File: src/rtl/core/sscr_pkg.sv
// Shared types, constants and helper functions of the seven-segment rectangle renderer.
package sscr_pkg;

  localparam int NumDigits = 6;
  localparam int DigitW    = 4;
  localparam int DigIdxW   = 3;
  localparam int ValW      = 7;
  localparam int CoordW    = 12;
  localparam int ColorW    = 16;
  localparam int SizeW     = 8;
  localparam int LineW     = 6;
  localparam int CfgIdxW   = 3;
  localparam int CfgDataW  = 16;
  localparam int SlotCount = 8;

  localparam logic [DigitW-1:0] DigitBlank = 4'd15;

  localparam logic [SizeW-1:0]  MarginRst    = 8'd20;
  localparam logic [SizeW-1:0]  DigitGapRst  = 8'd5;
  localparam logic [SizeW-1:0]  ColonGapRst  = 8'd25;
  localparam logic [SizeW-1:0]  DigitWidRst  = 8'd22;
  localparam logic [LineW-1:0]  LineWidRst   = 6'd2;
  localparam logic [ColorW-1:0] FgColorRst   = 16'hF800;
  localparam logic [ColorW-1:0] BgColorRst   = 16'h0000;

  typedef enum logic [CfgIdxW-1:0] {
    CfgMargin   = 3'd0,
    CfgDigitGap = 3'd1,
    CfgColonGap = 3'd2,
    CfgDigitWid = 3'd3,
    CfgLineWid  = 3'd4,
    CfgFgColor  = 3'd5,
    CfgBgColor  = 3'd6
  } cfg_idx_e;

  // One slot per rectangle position within a digit: box clear, then segments
  typedef enum logic [2:0] {
    SlotClear    = 3'd0,
    SlotUpLeft   = 3'd1,
    SlotTop      = 3'd2,
    SlotUpRight  = 3'd3,
    SlotMiddle   = 3'd4,
    SlotLowLeft  = 3'd5,
    SlotBottom   = 3'd6,
    SlotLowRight = 3'd7
  } slot_e;

  typedef struct packed {
    logic [SizeW-1:0]  margin;
    logic [SizeW-1:0]  digit_gap;
    logic [SizeW-1:0]  colon_gap;
    logic [SizeW-1:0]  digit_width;
    logic [LineW-1:0]  line_width;
    logic [ColorW-1:0] fg_color;
    logic [ColorW-1:0] bg_color;
  } cfg_t;

  typedef struct packed {
    logic              busy;
    logic              emit;
    logic              last;
    slot_e             slot;
    logic [CoordW-1:0] x;
  } step_t;

  typedef struct packed {
    logic [CoordW-1:0] left;
    logic [CoordW-1:0] top;
    logic [CoordW-1:0] right;
    logic [CoordW-1:0] bottom;
    logic [ColorW-1:0] color;
  } rect_t;

  // Segment pattern, bit 7 upper-left down to bit 1 lower-right; blank above nine
  function automatic logic [7:0] seg_pattern(input logic [DigitW-1:0] d);
    logic [7:0] p;
    unique case (d)
      4'd0:    p = 8'hEE;
      4'd1:    p = 8'h22;
      4'd2:    p = 8'h7C;
      4'd3:    p = 8'h76;
      4'd4:    p = 8'hB2;
      4'd5:    p = 8'hD6;
      4'd6:    p = 8'hDE;
      4'd7:    p = 8'h62;
      4'd8:    p = 8'hFE;
      4'd9:    p = 8'hF2;
      default: p = 8'h00;
    endcase
    return p;
  endfunction

  // Tens digit by reciprocal: v * 205 / 2048 is exact for v below 128
  function automatic logic [DigitW-1:0] div10(input logic [ValW-1:0] v);
    logic [14:0] prod;
    prod = 15'(v) * 15'd205;
    return prod[14:11];
  endfunction

  function automatic logic [DigitW-1:0] mod10(input logic [ValW-1:0] v);
    logic [DigitW-1:0] t;
    logic [ValW-1:0]   t10;
    t   = div10(v);
    t10 = ValW'({t, 3'b000}) + ValW'({t, 1'b0});
    return DigitW'(v - t10);
  endfunction

endpackage

File: src/rtl/core/sscr_geom.sv
// Rectangle corner and colour generation for one slot of one digit box.
module sscr_geom
  import sscr_pkg::*;
(
  input  cfg_t  cfg_i,
  input  step_t step_i,
  output rect_t rect_o
);

  logic [CoordW-1:0] w, w2, lw, hl, x, y;
  logic [CoordW-1:0] x_lw, x_w, x_wl, y_lw, y_w, y_2w, y_2wl, y_mt, y_mb;

  always_comb begin
    w     = CoordW'(cfg_i.digit_width);
    w2    = CoordW'({cfg_i.digit_width, 1'b0});
    lw    = CoordW'(cfg_i.line_width);
    hl    = CoordW'(cfg_i.line_width[LineW-1:1]);
    x     = step_i.x;
    y     = CoordW'(cfg_i.margin);
    x_lw  = x + lw;
    x_w   = x + w;
    x_wl  = x_w - lw;
    y_lw  = y + lw;
    y_w   = y + w;
    y_2w  = y + w2;
    y_2wl = y_2w - lw;
    y_mt  = y_w - hl;
    y_mb  = y_w + hl;

    rect_o.color = cfg_i.fg_color;
    unique case (step_i.slot)
      SlotClear: begin
        rect_o = '{x, y, x_w, y_2w, cfg_i.bg_color};
      end
      SlotUpLeft:   rect_o = '{x,    y,     x_lw, y_w,  cfg_i.fg_color};
      SlotTop:      rect_o = '{x,    y,     x_w,  y_lw, cfg_i.fg_color};
      SlotUpRight:  rect_o = '{x_wl, y,     x_w,  y_w,  cfg_i.fg_color};
      SlotMiddle:   rect_o = '{x,    y_mt,  x_w,  y_mb, cfg_i.fg_color};
      SlotLowLeft:  rect_o = '{x,    y_w,   x_lw, y_2w, cfg_i.fg_color};
      SlotBottom:   rect_o = '{x,    y_2wl, x_w,  y_2w, cfg_i.fg_color};
      SlotLowRight: rect_o = '{x_wl, y_w,   x_w,  y_2w, cfg_i.fg_color};
      default:      rect_o = '{x,    y,     x_w,  y_2w, cfg_i.bg_color};
    endcase
  end

endmodule

File: src/rtl/core/sscr_seq.sv
// Digit/slot sequencer: digit split, kept digits, box x accumulator and last-flag logic.
module sscr_seq
  import sscr_pkg::*;
(
  input  logic            clk_i,
  input  logic            rst_ni,
  input  logic            start_i,
  input  logic [ValW-1:0] hours_i,
  input  logic [ValW-1:0] minutes_i,
  input  logic [ValW-1:0] seconds_i,
  input  cfg_t            cfg_i,
  input  logic            adv_i,
  output step_t           step_o
);

  logic                busy_q, busy_d;
  logic [DigIdxW-1:0]  dig_q, dig_d, dig_nxt;
  slot_e               slot_q, slot_d;
  logic [CoordW-1:0]   x_q, x_d;
  logic [NumDigits-1:0] chg_q, chg_d;
  logic [DigitW-1:0]   digits_q [NumDigits];
  logic [DigitW-1:0]   digits_d [NumDigits];
  logic [DigitW-1:0]   shown_q  [NumDigits];
  logic [DigitW-1:0]   new_dig  [NumDigits];
  logic [7:0]          pat, mask;
  logic                more_slot, more_dig, emit;
  logic [SizeW-1:0]    gap;

  always_comb begin
    new_dig[0] = div10(hours_i);
    new_dig[1] = mod10(hours_i);
    new_dig[2] = div10(minutes_i);
    new_dig[3] = mod10(minutes_i);
    new_dig[4] = div10(seconds_i);
    new_dig[5] = mod10(seconds_i);

    pat     = seg_pattern(digits_q[dig_q]);
    mask[0] = 1'b1;
    for (int s = 1; s < SlotCount; s++) begin
      mask[s] = pat[SlotCount - s];
    end
    emit = busy_q && chg_q[dig_q] && mask[slot_q];

    more_slot = 1'b0;
    for (int s = 0; s < SlotCount; s++) begin
      if (s > int'(slot_q) && mask[s]) more_slot = 1'b1;
    end
    more_dig = 1'b0;
    for (int k = 0; k < NumDigits; k++) begin
      if (k > int'(dig_q) && chg_q[k]) more_dig = 1'b1;
    end

    dig_nxt = dig_q + DigIdxW'(1);
    gap     = dig_nxt[0] ? cfg_i.digit_gap : cfg_i.colon_gap;

    busy_d   = busy_q;
    dig_d    = dig_q;
    slot_d   = slot_q;
    x_d      = x_q;
    chg_d    = chg_q;
    digits_d = digits_q;
    if (start_i) begin
      busy_d   = 1'b1;
      dig_d    = '0;
      slot_d   = SlotClear;
      x_d      = CoordW'(cfg_i.margin);
      digits_d = new_dig;
      for (int k = 0; k < NumDigits; k++) begin
        chg_d[k] = shown_q[k] != new_dig[k];
      end
    end else if (busy_q && adv_i) begin
      slot_d = slot_e'(slot_q + 3'd1);
      if (slot_q == SlotLowRight) begin
        // advance to the next box: x moves on by the box width and the gap
        dig_d = dig_nxt;
        x_d   = x_q + CoordW'(cfg_i.digit_width) + CoordW'(gap);
        if (dig_q == DigIdxW'(NumDigits - 1)) busy_d = 1'b0;
      end
    end
  end

  always_ff @(posedge clk_i or negedge rst_ni) begin
    if (!rst_ni) begin
      busy_q <= 1'b0;
      for (int k = 0; k < NumDigits; k++) shown_q[k] <= DigitBlank;
    end else begin
      busy_q <= busy_d;
      if (start_i) shown_q <= new_dig;
    end
  end

  always_ff @(posedge clk_i) begin
    dig_q    <= dig_d;
    slot_q   <= slot_d;
    x_q      <= x_d;
    chg_q    <= chg_d;
    digits_q <= digits_d;
  end

  assign step_o.busy = busy_q;
  assign step_o.emit = emit;
  assign step_o.last = !more_slot && !more_dig;
  assign step_o.slot = slot_q;
  assign step_o.x    = x_q;

endmodule

File: src/rtl/core/seven_segment_clock_rect_renderer.sv
// Top level of the seven-segment clock renderer: config registers, sequencer, output register.
// Sequencing: the first rectangle of an update passes through the sequencer registers and
//   then the output register before it reaches the master side. One update walks the slot
//   sequencer through 6 digit boxes x 8 slots, one slot per cycle while the master side does
//   not stall a rectangle. The input side is not ready while the sequencer runs, so a new
//   update is taken only after the previous one has walked all its slots.
// Reset: all seven configuration registers return to their defaults and every kept digit
//   reads blank, so the first update redraws all six boxes.
module seven_segment_clock_rect_renderer
  import sscr_pkg::*;
(
  input  logic                clk_i,
  input  logic                rst_ni,
  // configuration write port
  input  logic                cfg_we_i,
  input  logic [CfgIdxW-1:0]  cfg_idx_i,
  input  logic [CfgDataW-1:0] cfg_wdata_i,
  // time update stream
  input  logic                s_axis_tvalid,
  output logic                s_axis_tready,
  input  logic [23:0]         s_axis_tdata,  // hours[6:0], minutes[13:7], seconds[20:14], zero
  // rectangle command stream
  output logic                m_axis_tvalid,
  input  logic                m_axis_tready,
  output logic [63:0]         m_axis_tdata,  // left[11:0], top[23:12], right[35:24],
                                             // bottom[47:36], fill_color[63:48]
  output logic                m_axis_tlast
);

  cfg_t  cfg_q;
  step_t step;
  rect_t rect;
  rect_t out_q;
  logic  out_vld_q, out_last_q;
  logic  start, adv;

  // Configuration: take writes at any index, drop those beyond the register list
  always_ff @(posedge clk_i or negedge rst_ni) begin
    if (!rst_ni) begin
      cfg_q <= '{MarginRst, DigitGapRst, ColonGapRst, DigitWidRst, LineWidRst,
                 FgColorRst, BgColorRst};
    end else if (cfg_we_i) begin
      case (cfg_idx_i)
        CfgMargin:   cfg_q.margin      <= cfg_wdata_i[SizeW-1:0];
        CfgDigitGap: cfg_q.digit_gap   <= cfg_wdata_i[SizeW-1:0];
        CfgColonGap: cfg_q.colon_gap   <= cfg_wdata_i[SizeW-1:0];
        CfgDigitWid: cfg_q.digit_width <= cfg_wdata_i[SizeW-1:0];
        CfgLineWid:  cfg_q.line_width  <= cfg_wdata_i[LineW-1:0];
        CfgFgColor:  cfg_q.fg_color    <= cfg_wdata_i;
        CfgBgColor:  cfg_q.bg_color    <= cfg_wdata_i;
        default: begin
        end
      endcase
    end
  end

  // Accept a new update only while the sequencer is idle
  assign s_axis_tready = !step.busy;
  assign start         = s_axis_tvalid && s_axis_tready;
  // The sequencer moves on whenever the output register is free or being drained
  assign adv           = !out_vld_q || m_axis_tready;

  sscr_seq u_seq (
    .clk_i     (clk_i),
    .rst_ni    (rst_ni),
    .start_i   (start),
    .hours_i   (s_axis_tdata[6:0]),
    .minutes_i (s_axis_tdata[13:7]),
    .seconds_i (s_axis_tdata[20:14]),
    .cfg_i     (cfg_q),
    .adv_i     (adv),
    .step_o    (step)
  );

  sscr_geom u_geom (
    .cfg_i  (cfg_q),
    .step_i (step),
    .rect_o (rect)
  );

  // Output register: hold the rectangle until its transfer completes
  always_ff @(posedge clk_i or negedge rst_ni) begin
    if (!rst_ni) begin
      out_vld_q <= 1'b0;
    end else if (adv) begin
      out_vld_q <= step.emit;
    end
  end

  always_ff @(posedge clk_i) begin
    if (adv && step.emit) begin
      out_q      <= rect;
      out_last_q <= step.last;
    end
  end

  assign m_axis_tvalid = out_vld_q;
  assign m_axis_tdata  = {out_q.color, out_q.bottom, out_q.right, out_q.top, out_q.left};
  assign m_axis_tlast  = out_last_q;

  // An accepted update always starts the sequencer
  a_start_busy : assert property (@(posedge clk_i) disable iff (!rst_ni)
    start |=> step.busy)
    else $error("sequencer idle after an accepted update");

  // Hold the sequencer while its rectangle cannot enter the output register
  a_emit_adv : assert property (@(posedge clk_i) disable iff (!rst_ni)
    step.emit && !adv |=> $stable(step.slot) && $stable(step.x))
    else $error("sequencer moved on while its rectangle was stalled");

  // Nothing is produced while the sequencer is idle
  a_idle_quiet : assert property (@(posedge clk_i) disable iff (!rst_ni)
    !step.busy |-> !step.emit)
    else $error("rectangle emitted while idle");

endmodule

File: config.mk
export PLATFORM = sky130hd
export DESIGN_NAME = seven_segment_clock_rect_renderer
export DESIGN_NICKNAME = d
export VERILOG_FILES = /design/src/rtl/core/sscr_pkg.sv /design/src/rtl/core/sscr_geom.sv /design/src/rtl/core/sscr_seq.sv /design/src/rtl/core/seven_segment_clock_rect_renderer.sv
export SDC_FILE = /design/constraint.sdc
export NUM_CORES = 1
export LEC_CHECK = 0
export BUFFER_PORTS_ARGS = -buffer_cell sky130_fd_sc_hd__buf_2
export CAP_MARGIN = 20
export CORE_ASPECT_RATIO = 1.1
export CORE_MARGIN = 8
export CORE_UTILIZATION = 45
export CTS_CLUSTER_DIAMETER = 120
export DETAILED_ROUTE_END_ITERATION = 7
export GPL_ROUTABILITY_DRIVEN = 0
export SLEW_MARGIN = 20
export SYNTH_ARGS = -nofsm -noshare
export SYNTH_HDL_FRONTEND = slang
export SYNTH_HIERARCHICAL = 1
export SYNTH_SLANG_ARGS = --single-unit
File: constraint.sdc
create_clock -name clk_i -period 7.65 [get_ports clk_i]
set_input_delay 0.3825 -clock clk_i [delete_from_list [all_inputs] [get_ports clk_i]]
set_output_delay 0.3825 -clock clk_i [all_outputs]
set_load 0.01 [all_outputs]
# Yosys cells after proc, flatten, opt, wreduce, memory -nomap -nowiden
# Memory sizes are Yosys's and may differ from the RTL's.
# Cells that the tools add are included.
dict set report classes {
  n_bitwise 1
  eq_ne 20
  n_reduce_logical 38
  n_addsub 18
  mux 28
  order_cmp 15
  multipliers 3
}
# operator n
set ops {}
lappend ops {{$pmux W64 S8} 1}
lappend ops {{$mul A7 B8 Y15 const B} 3}
lappend ops {{$mux W8} 4}
lappend ops {{$add A12 B8 Y12} 2}
lappend ops {{$eq A3 B3 Y1 const B} 8}
lappend ops {{$ne A4 B4 Y1} 6}
lappend ops {{$sub A12 B6 Y12} 2}
lappend ops {{$gt A3 B3 Y1 const A} 6}
lappend ops {{$logic_and A1 B1 Y1} 18}
lappend ops {{$mux W1} 18}
lappend ops {{$reduce_and A2 Y1} 9}
lappend ops {{$add A12 B5 Y12} 1}
lappend ops {{$add A12 B6 Y12} 1}
lappend ops {{$add A4 B4 Y4} 3}
lappend ops {{$bmux W4 S3} 1}
lappend ops {{$eq A3 B2 Y1 const B} 4}
lappend ops {{$gt A2 B3 Y1 const A} 4}
lappend ops {{$sub A12 B5 Y12} 1}
lappend ops {{$sub A4 B4 Y4} 3}
lappend ops {{$add A8 B9 Y10} 1}
lappend ops {{$add A8 B6 Y9} 1}
lappend ops {{$add A8 B8 Y9} 1}
lappend ops {{$lt A3 B4 Y1 const B} 2}
lappend ops {{$mux W4} 2}
lappend ops {{other kinds (11)} 21}
dict set report word_totals {
  rom_bits 112
  elab_cells 156
  memories 1
  in_bits 48
  ff_bits 209
  out_inout_bits 67
}
# memory depth word_bits rd rd_clocked_by_memory_dff write_ports line_no
set memory_table {}
lappend memory_table {{(name not given)} 16 7 1 0 0 sscr_pkg.sv:77} ;# unique case (d)

# Longest topological paths before layout
# Gate-level depths: netlist of run 1.
# An unclocked memory read counts as a cell.
dict set report depth {
  word_depth 15
  ltp_mapped 19
  ltp_nobuf 19
}

# Modules after synthesis
# Netlist of run 1, hierarchy kept.
# module instances cells_per_inst seq_area_each_um2 area_per_inst_um2
set by_module_without_submodules {}
lappend by_module_without_submodules {sscr_seq 1 675 1996.9 7240.7}
lappend by_module_without_submodules {seven_segment_clock_rect_renderer 1 227 3748.6 4729.5}
lappend by_module_without_submodules {sscr_geom 1 521 0.0 3676.0}

# Worst setup path after synthesis of run 1
# No wires, ideal clock.
dict set report synth_path {
  kind {reg2reg}
  start {register u_seq.dig_q[2]}
  end {register out_q, in the netlist m_axis_tdata[0] (enable)}
  t_arrival_ns 4.150
  setup_ns 0.430
  required_time_ns 7.220
  path_buffers 3
  path_stages_with_launch 15
  slack_ns 3.070
  synth_period_minus_slack_ns 4.580
  path_cell_list {dfxtp_1 -> buf_6 -> buf_6 -> mux2_4 -> a221o_1 -> o21ai_2 -> inv_1 -> ha_1 -> nor3_1 -> a21oi_1 -> and2_1 -> a2111oi_1 -> a211o_1 -> buf_4 -> and2_1}
}
dict set report synth_between {
  elab_chain_cells 9
  word_cells_on_any_way 12
  classes_between {mux: 7; bitwise: 1; reduce/logical: 3; memory: 1}
}
# element line_no
set synth_lines {}
lappend synth_lines {{from (decl)} sscr_seq.sv:17} ;# logic [DigIdxW-1:0] dig_q, dig_d, dig_nxt;
lappend synth_lines {{from (signal assigned)} sscr_seq.sv:93} ;# dig_q <= dig_d;
lappend synth_lines {{$not A3 Y4 (implied by the code)} sscr_seq.sv:37} ;# pat = seg_pattern(digits_q[dig_q]);
lappend synth_lines {{$bmux W4 S3} sscr_seq.sv:37}
lappend synth_lines {{$mux W4 (implied by the code) (2 in series)} sscr_seq.sv:37}
lappend synth_lines {{$mem_v2 Z16 W7} --}
lappend synth_lines {{$bmux W1 S3} sscr_seq.sv:42} ;# emit = busy_q && chg_q[dig_q] && mask[slot_q];
lappend synth_lines {{$mux W1 (implied by the code)} sscr_seq.sv:42}
lappend synth_lines {{$logic_and A1 B1 Y1 *} sscr_seq.sv:42}
lappend synth_lines {{net u_seq.emit} sscr_seq.sv:26} ;# logic more_slot, more_dig, emit;
lappend synth_lines {{$logic_and A1 B1 Y1 *} seven_segment_clock_rect_renderer.sv:91} ;# if (adv && step.emit) begin
lappend synth_lines {{to (signal assigned)} seven_segment_clock_rect_renderer.sv:92} ;# out_q <= rect;
lappend synth_lines {{to (decl)} seven_segment_clock_rect_renderer.sv:33} ;# rect_t out_q;
# The timed path passes the listed nets; every way through them passes the cells marked *. The select of a mux whose other input is x is not followed.
# A chain may end at the register's enable or synchronous reset.

==> results by group, run 1 <==
Synthesis
  – Post-Synth Simple-Gate Area: roughly a tenth
  – Synth cell types: 91
  – EDFF count, synth: about 100
  – Main synth FF type: edfxtp_1
  – Post-synth ARST share: 45.9%
  – Main combinational cell family by area after synthesis: adder cells
  – Mapped Cells: 1,423
  – #FFs+latches synth: 209
  – Adder-Cell Fraction of Synth Area: 20.6%
  – Mux contribution to synthesized area: 10.2%
  – Compound-cell area share of the yosys netlist: 11.7%
  – Mean Syn Cell Area: ~11 µm²
  – Mapped Area: about 16,000 µm²
  – Yosys warns: 6
  – Post-synthesis sequential area ratio: 36.7%
  – Xor/xnor share of the synthesized area: 6.43%

Critical path
  – Crit-path most repeated cell: ha_1
  – Slowest CP cell: nor4_1
  – Startpoint Class: primary input
  – Worst-path fanout max: 4
  – Crit path DAT: 4910 ps
  – Delay-heaviest family, CP: adder cells
  – Worst Path Class, Setup: primary input to flip-flop
  – CP Cell Sequence: buf_2 -> ha_1 -> ha_1 -> fa_1 -> inv_1 -> fa_1 -> inv_1 -> ha_1 -> nor4_1 -> o311ai_1 -> xor2_1 -> ha_1 -> xnor2_1 -> o21ai_0 -> nor3b_1 -> xor3_1 -> nand4_1
  – Crit-path max cell delay: 570 ps
  – WP data required: 7910 ps
  – Crit end category: flip-flop
  – Buf/Inv on CP: 3

STA
  – Setup_tns: 0 ps
  – Final hold slack: 120 ps
  – Final setup fails: 0
  – Max Fclk: 215 MHz
  – Max-slew headroom: about a third
  – Crit path time final: 4660 ps
  – Max-slew violations: 0
  – RSZ-0062 raised after global routing: false
  – Worst Skew: 16.6 ps
  – Worst-margin pin slew: 978 ps
  – Tcrit/Tclk final: 60.9%
  – Final setup margin: approximately 3000 ps
  – Count of final hold-check violations: 0

Floorplanning
  – CORE AREA: 34,200 µm²
  – Initial Util: 45.7%
  – Die X: just under 200 µm
  – Die Height: 212 µm
  – Ports: about 120
  – DIE AREA: 41,000 µm²
  – Row count: 71

Clock network
  – Depth of the CTS H-tree: 1
  – Inserted Clock Buffers: 25
  – Sink Count: around 210
  – Post-cts resize count: 0
  – Max clock buf depth: 3
  – CTS root buf: clkbuf_16
  – Clk slew on worst S/H paths: ~60 ps
  – Clock insertion delay at the later pin of the skew report: 520 ps
  – TritonCTS clock tree: done

Global route
  – First-pass GRT wire length: 56.1 mm
  – Vias in the first global route: 11,009
  – Initial antenna violation count: 0
  – Total grt overflow: 0
  – Aggregate global-route resource usage: 16.6%
  – Pin count of the biggest net entering global routing: 76

Route
  – Number of DRC markers in iteration 0: between 400 and 500
  – Final antenna-violating net count: 0
  – Pre-Repair DR Iteration Count: 5
  – Total Routed Length: between 30 and 40 mm
  – Routed WL per cell: 17.2 µm
  – Via count: 10,802
  – Post-DR vias/cell: 5.44
  – Post-route DRC: 0

Power and ir drop
  – LEAKAGE: 7.63 nW
  – Power Total: 7.17 mW
  – Pwr Density: 412 nW/µm²
  – Peak VDD IR: 229 µV

Final layout
  – Antenna Cells: 0
  – Fill cells: 3,111
  – FF/Latch Area: roughly 5700 µm²
  – Most frequent cells in the layout: ha_1 (189), inv_1 (125), mux2_2 (123)
  – Synthesis-to-finish area growth: 11.2%
  – Most common cell after layout, fill and taps aside: ha_1
  – Final Non-Filler Cells: just under 2,000
  – Layout Nets: 1,809
  – Footprint of the multi-input gates: 9190 µm²
  – Layout cell share with drive strength beyond 1: 22.7%

Placement
  – Buffers on Ports: 111
  – Worst slack, placed: roughly 2600 ps
  – Placed cells: 1,940
  – Post-DP HPWL: 26.5 mm

Run
  – Max-cap violations: 0

Hold path
  – HP Class: primary input to flip-flop

Run status
  – Run status: complete, no violations
==> final timing paths <==
kind / startpoint / endpoint / depth (start not counted) / slack (ps)
max: s_axis_tdata[18] / u_seq/chg_q[5] / 17 / 2990
min reg2reg: u_seq/shown_q[4] / u_seq/shown_q[4] / 2 / 500
max in group asynchronous: rst_ni / cfg_q[19] / 3 / 6050
min in group asynchronous: rst_ni / m_axis_tvalid / 2 / 310
max reg2reg: u_seq/dig_q[0] / m_axis_tdata[57] / 12 / 3200
min: cfg_wdata_i[14] / cfg_q[14] / 2 / 120
==> cells in the mapped netlist, types with 24 or more instances <==
library cell | instances | share of area [%]
a21o_1 | 24 | 1.2
a21oi_1 | 53 | 1.7
dfrtp_1 | 56 | 9.0
dfstp_2 | 40 | 6.7
edfxtp_1 | 103 | 20
fa_1 | 42 | 5.4
ha_1 | 189 | 15
inv_1 | 125 | 3.0
mux2_2 | 123 | 8.9
nand2_1 | 81 | 1.9
nor2_1 | 70 | 1.7
o21ai_0 | 70 | 2.2
xnor2_1 | 75 | 4.2
xor2_1 | 28 | 1.6
==> power breakdown <==
| group | internal (mW) | switching [mW] |
|---|---|---|
| sequential | 1.83 | 0.256 |
| combinational | 1.72 | 2.24 |
| clock | 0.664 | 0.450 |
==> area by class of cell <==
cell class	instances	area share (%)
Timing Repair Buffer	123	3.74
Inverter	127	2.74
Sequential cell	209	33.0
Clock buffer	34	3.96
Multi-Input combinational cell	1044	52.8
Clock inverter	11	0.532
Tap cell	438	3.15
==> flip-flops by register name, summed over array words and instances (netlist names) <==
register and cells:
u_seq/slot_q 3, cfg_q 70, u_seq/shown_q 24, u_seq/x_q 12, u_seq/digits_q 24, u_seq/dig_q 3, m_axis_tdata 64, m_axis_tlast 1
u_seq/busy_q 1, m_axis_tvalid 1, u_seq/chg_q 6
==> per-stage QoR <==
stage,cell area [µm²],util (%)
3_5_place_dp,16600,48.5
5_1_grt,17400,50.9
6_report,17400,50.9
3_3_place_gp,16600,48.5
4_1_cts,17400,50.9
2_1_floorplan,15700,-
==> cells by family (layout without fill, tap and decap cells) <==
| family | count (synthesis) | count (layout) |
|---|---|---|
| AO/OA/AOI/OAI | 272 | 272 |
| XOR/XNOR | 108 | 108 |
| adder cells (fa/ha/maj) | 232 | 232 |
| buffers and inverters | 171 | 295 |
| flip-flops | 209 | 209 |
| multiplexers | 140 | 140 |
| other | 1 | 2 |
| AND/OR/NAND/NOR | 290 | 290 |
==> routing by layer <==
layer	up-vias	track usage, %	share of wire (%)
met5	-	0	0
met4	0	4.30	2.2
met3	48	2.49	3.6
met2	167	30.4	50
met1	5251	20.1	44
li1	5336	-	-
==> timing repair <==
action,4_1_cts,5_1_grt
hold endpoints to repair,2,0
hold buffers,1,0
setup buffers,0,0
No activity file was read; power rests on OpenSTA's default activity.
==> run 2, diff against run 1 <==
Clock period 7.65 ns to 4.3 ns, I/O delays scaled along.
==> results by group, run 2 (same netlist as run 1, synthesis figures left out) <==
Critical path
  – Worst-path fanout max: 4
  – Slowest CP cell: fa_1
  – Buf/Inv on CP: 3
  – Worst Path Class, Setup: primary input to flip-flop
  – Crit-path most repeated cell: ha_1
  – Crit end category: flip-flop
  – Startpoint Class: primary input
  – Crit path DAT: between 4000 and 5000 ps
  – Crit-path max cell delay: around 480 ps
  – R2R Setup Slk: 620 ps
  – WP data required: 4570 ps
  – Delay-heaviest family, CP: adder cells
  – CP Cell Sequence: buf_2 -> ha_1 -> fa_1 -> ha_1 -> inv_1 -> fa_1 -> inv_1 -> ha_1 -> a21o_1 -> a21o_1 -> o31ai_1 -> xnor2_1 -> ha_1 -> a22oi_1 -> xnor2_1 -> xnor2_1 -> mux2_2

Power and ir drop
  – Clock power frac: between 10% and 20%
  – LEAKAGE: 7.94 nW
  – Pwr Density: 734 nW/µm²
  – Total internal power: a little under 8 mW
  – Sw power: 5.31 mW
  – Peak VDD IR: 372 µV
  – Register share of total power: 28.3%
  – Comb pwr share: 55.7%
  – Net Sw Frac: 40.4%

Floorplanning
  – CORE AREA: 34,200 µm²
  – Die Height: 212 µm
  – Row count: 71
  – DIE AREA: between 40,000 and 50,000 µm²
  – Ports: around 120
  – Die X: 194 µm
  – Initial Util: 45.7%

Route
  – Routed WL per cell: between 15 and 20 µm
  – Via count: 11,019
  – Total Routed Length: roughly 35 mm
  – Final antenna-violating net count: 0
  – Post-DR vias/cell: between 5 and 6
  – Number of DRC markers in iteration 0: 582
  – Pre-Repair DR Iteration Count: 5
  – Post-route DRC: 0

Global route
  – Initial antenna violation count: 0
  – GRT busiest layer: met2
  – GR Util met2: 31.5%
  – Vias in the first global route: approximately 11,000
  – Met3 GRT Util: ~2.6%
  – Aggregate global-route resource usage: between 15 and 20%
  – First-pass GRT wire length: 57.7 mm
  – Pin count of the biggest net entering global routing: 81
  – Met1 Usage GRT: about 20%
  – Total grt overflow: 0

STA
  – Count of final hold-check violations: 0
  – Final setup margin: 294 ps
  – Max-slew headroom: 30.4%
  – Final hold slack: 40.7 ps
  – Worst-margin pin slew: 1040 ps
  – Worst Skew: 9.46 ps
  – Setup_tns: 0 ps
  – Final setup fails: 0
  – Max Fclk: 250 MHz
  – Crit path time final: 4010 ps
  – Max-slew violations: 0
  – Tcrit/Tclk final: 93.2%
  – RSZ-0062 raised after global routing: false

Final layout
  – Most frequent cells in the layout: ha_1 (189), inv_1 (125), mux2_2 (123)
  – Layout Nets: 1,865
  – Fill cells: 3,062
  – Footprint of the multi-input gates: 9200 µm²
  – Antenna Cells: 0
  – FF/Latch Area: 5750 µm²
  – Final core utilization: 52.4%
  – Design area: 17,900 µm²
  – Max reg flops: 70
  – Most common cell after layout, fill and taps aside: ha_1
  – Synthesis-to-finish area growth: 14.5%
  – Layout cell share with drive strength beyond 1: 25.1%
  – Top reg by flops: cfg_q

Clock network
  – Sink Count: about 210
  – TritonCTS clock tree: done
  – Max clock buf depth: 3
  – Hold-fix buffers at CTS: 9
  – Inserted Clock Buffers: 24
  – Clock insertion delay at the later pin of the skew report: 520 ps
  – CTS root buf: clkbuf_16
  – Depth of the CTS H-tree: 1
  – Post-cts resize count: 0
  – Post CTS Setup Buffer Count: 0
  – Clk slew on worst S/H paths: about 60 ps

Placement
  – Buffers on Ports: between 100 and 150
  – Worst slack, placed: -196 ps
  – Post-DP Area: about 17,000 µm²
  – Post-DP HPWL: 27.3 mm

Hold path
  – HP Class: primary input to flip-flop

Run status
  – Run status: complete, no violations

Run
  – Max-cap violations: 0
## run 2: path summary, 6_finish.rpt
| check | cells after the start | endpoint | startpoint |
|---|---|---|---|
| setup / recovery | 17 | u_seq/chg_q[3] | s_axis_tdata[11] |
| hold / removal | 2 | cfg_q[22] | cfg_wdata_i[6] |
| setup reg to reg | 12 | m_axis_tdata[10] | cfg_q[39] |
| hold reg to reg | 2 | u_seq/shown_q[4] | u_seq/shown_q[4] |
| max in group asynchronous | 3 | cfg_q[28] | rst_ni |
| min in group asynchronous | 2 | m_axis_tvalid | rst_ni |
## run 2: cell type report
type                    count  share of cell area [%]
clock inverters             9                   0.580
repair buffers            180                    6.20
well taps                 438                    3.06
clock buffers              35                    4.11
multi-input cells        1044                    51.3
flip-flops and latches    209                    32.1
inverters                 127                    2.66
## run 2: power groups by stage
| stage | combinational, mW | sequential, mW | clock, mW |
|---|---|---|---|
| finish | 7.32 | 3.72 | 2.10 |
| global route | 8.23 | 3.82 | 2.26 |
| CTS | 7.36 | 3.74 | 2.18 |
| detailed placement | 7.31 | 3.77 | 0 |
| global placement | 7.16 | 3.75 | 0 |
| floorplan | 5.27 | 3.79 | 0 |
## run 2: stage by stage
stage          total power [mW]  std cells
2_1_floorplan              9.07       1424
3_3_place_gp               10.9       1989
3_5_place_dp               11.1       1989
4_1_cts                    13.3       2042
5_1_grt                    14.3       2042
6_report                   13.1       2042
## run 2: layer usage
| metal | vias to the layer above | share of wire (%) |
|---|---|---|
| li1 | 5440 | - |
| met1 | 5343 | 43 |
| met2 | 194 | 51 |
| met3 | 42 | 3.7 |
| met4 | 0 | 2.4 |
| met5 | - | 0 |
==> run 3, diff against run 2 <==
Settings changed: CORE_UTILIZATION 45 to 62, PLACE_DENSITY from default to 0.82.
==> results by group, run 3 (same netlist as run 1, synthesis figures left out) <==
Run status
  – Run status: complete, no violations

Global route
  – Pin count of the biggest net entering global routing: 81
  – First-pass GRT wire length: ~57 mm
  – Total grt overflow: 0
  – Aggregate global-route resource usage: 22.7%
  – Initial antenna violation count: 1
  – Vias in the first global route: 11,790

STA
  – Tcrit/Tclk final: 93.3%
  – Count of final hold-check violations: 0
  – Worst-margin pin slew: 919 ps
  – RSZ-0062 raised after global routing: false
  – Max-slew headroom: 38.7%
  – Worst Skew: 9.69 ps
  – Final hold slack: 72.4 ps
  – Final setup fails: 0
  – Max-slew violations: 0
  – Crit path time final: 4010 ps
  – Max Fclk: between 200 and 250 MHz

Placement
  – Placed cells: 1,868
  – Buffers on Ports: 111
  – Post-DP Area: 16,900 µm²
  – Post-DP HPWL: 26.5 mm

Route
  – Post-route DRC: 0
  – Final antenna-violating net count: 0
  – Number of DRC markers in iteration 0: 636
  – Routed WL per cell: 18.2 µm
  – Via count: around 11,000
  – Pre-Repair DR Iteration Count: 7
  – Post-DR vias/cell: 5.98
  – Total Routed Length: 35.0 mm

Power and ir drop
  – Peak VDD IR: 365 µV
  – LEAKAGE: 7.90 nW
  – Pwr Density: 741 nW/µm²

Clock network
  – Clock insertion delay at the later pin of the skew report: roughly 510 ps
  – Max clock buf depth: 3
  – Depth of the CTS H-tree: 1
  – CTS root buf: clkbuf_16
  – Sink Count: 209
  – Clk slew on worst S/H paths: 60 ps
  – Inserted Clock Buffers: 23
  – TritonCTS clock tree: done

Floorplanning
  – Die Height: 183 µm
  – Row count: 61
  – Initial Util: 62.5%
  – CORE AREA: 25,000 µm²
  – Ports: 115
  – Die X: 167 µm
  – DIE AREA: slightly above 30,000 µm²

Final layout
  – Synthesis-to-finish area growth: 13.1%
  – Layout cell share with drive strength beyond 1: about a quarter
  – Fill cells: 1,745
  – Layout Nets: 1,866
  – Most frequent cells in the layout: ha_1 (189), inv_1 (125), mux2_2 (123)
  – Top reg by flops: cfg_q
  – FF/Latch Area: 5750 µm²
  – Max reg flops: 70
  – Footprint of the multi-input gates: 9220 µm²
  – Final Non-Filler Cells: about 1,900
  – Most common cell after layout, fill and taps aside: ha_1
  – Design area: 17,700 µm²
  – Antenna Cells: 0

Critical path
  – Crit path DAT: 4260 ps
  – WP data required: 4550 ps
  – R2R Setup Slk: 360 ps
  – Startpoint Class: primary input
  – Crit end category: flip-flop
  – Worst-path fanout max: 4
  – Worst Path Class, Setup: primary input to flip-flop

Run
  – Max-cap violations: 0

Hold path
  – HP Class: primary input to flip-flop
run 3: final cells by class:
type / count / area share, %
Clock inverter: 12 / 0.707
Clock buffer: 29 / 3.44
Tap cell: 315 / 2.23
Timing Repair Buffer: 182 / 6.36
Multi-Input combinational cell: 1044 / 52.1
Sequential cell: 209 / 32.5
Inverter: 127 / 2.69
run 3: path summary, 6_finish.rpt:
kind,end,depth (start not counted),startpoint
min,cfg_q[16],2,cfg_wdata_i[0]
max reg2reg,m_axis_tdata[20],12,cfg_q[63]
min reg2reg,cfg_q[17],1,cfg_q[17]
min in group asynchronous,cfg_q[62],2,rst_ni
max in group asynchronous,u_seq/shown_q[11],3,rst_ni
max,u_seq/chg_q[3],17,s_axis_tdata[11]
run 3: timing repair:
item,CTS,global route
setup buffers,0,0
hold buffers,9,0
gates resized for setup,0,2
hold endpoints to repair,60,0
endpoints found under the setup margin,0,1
run 3: critical path, stage by stage:
cell	delay (ps)
buf_2	120
ha_1	320
fa_1	450
ha_1	290
inv_1	50
fa_1	480
inv_1	40
ha_1	170
a21o_1	190
a21o_1	190
o31ai_1	280
xnor2_1	190
ha_1	290
a22oi_1	200
xnor2_1	120
xnor2_1	280
mux2_2	390
run 3: through the flow:
stage / util (%) / TNS (ps) / power (mW) / worst slack, ps
CTS: 70.6 / 0 / 13.1 / 257
finish: 70.7 / 0 / 13.1 / 289
global route: 70.7 / 0 / 14.1 / 95.7
floorplan: - / 0 / 9.07 / 59.4
global placement: 67.3 / -247 / 10.7 / -132
detailed placement: 67.3 / -883 / 11.1 / -243
run 3: metal layers:
metal / vias up / part of all wire (%) / track usage (%)
met5: - / 0.029 / 0
met4: 2 / 4.2 / 10.5
met3: 104 / 4.9 / 3.37
met2: 336 / 51 / 41.5
met1: 5564 / 40 / 25.7
li1: 5466 / - / -
run 3: report_power, final:
group / total (mW) / leakage (nW) / internal [mW] / switching (mW)
sequential: 3.77 / 2.12 / 3.25 / 0.518
combinational: 7.42 / 5.42 / 3.30 / 4.12
clock: 1.92 / 0.359 / 1.13 / 0.791
total: 13.1 / 7.90 / 7.68 / 5.43
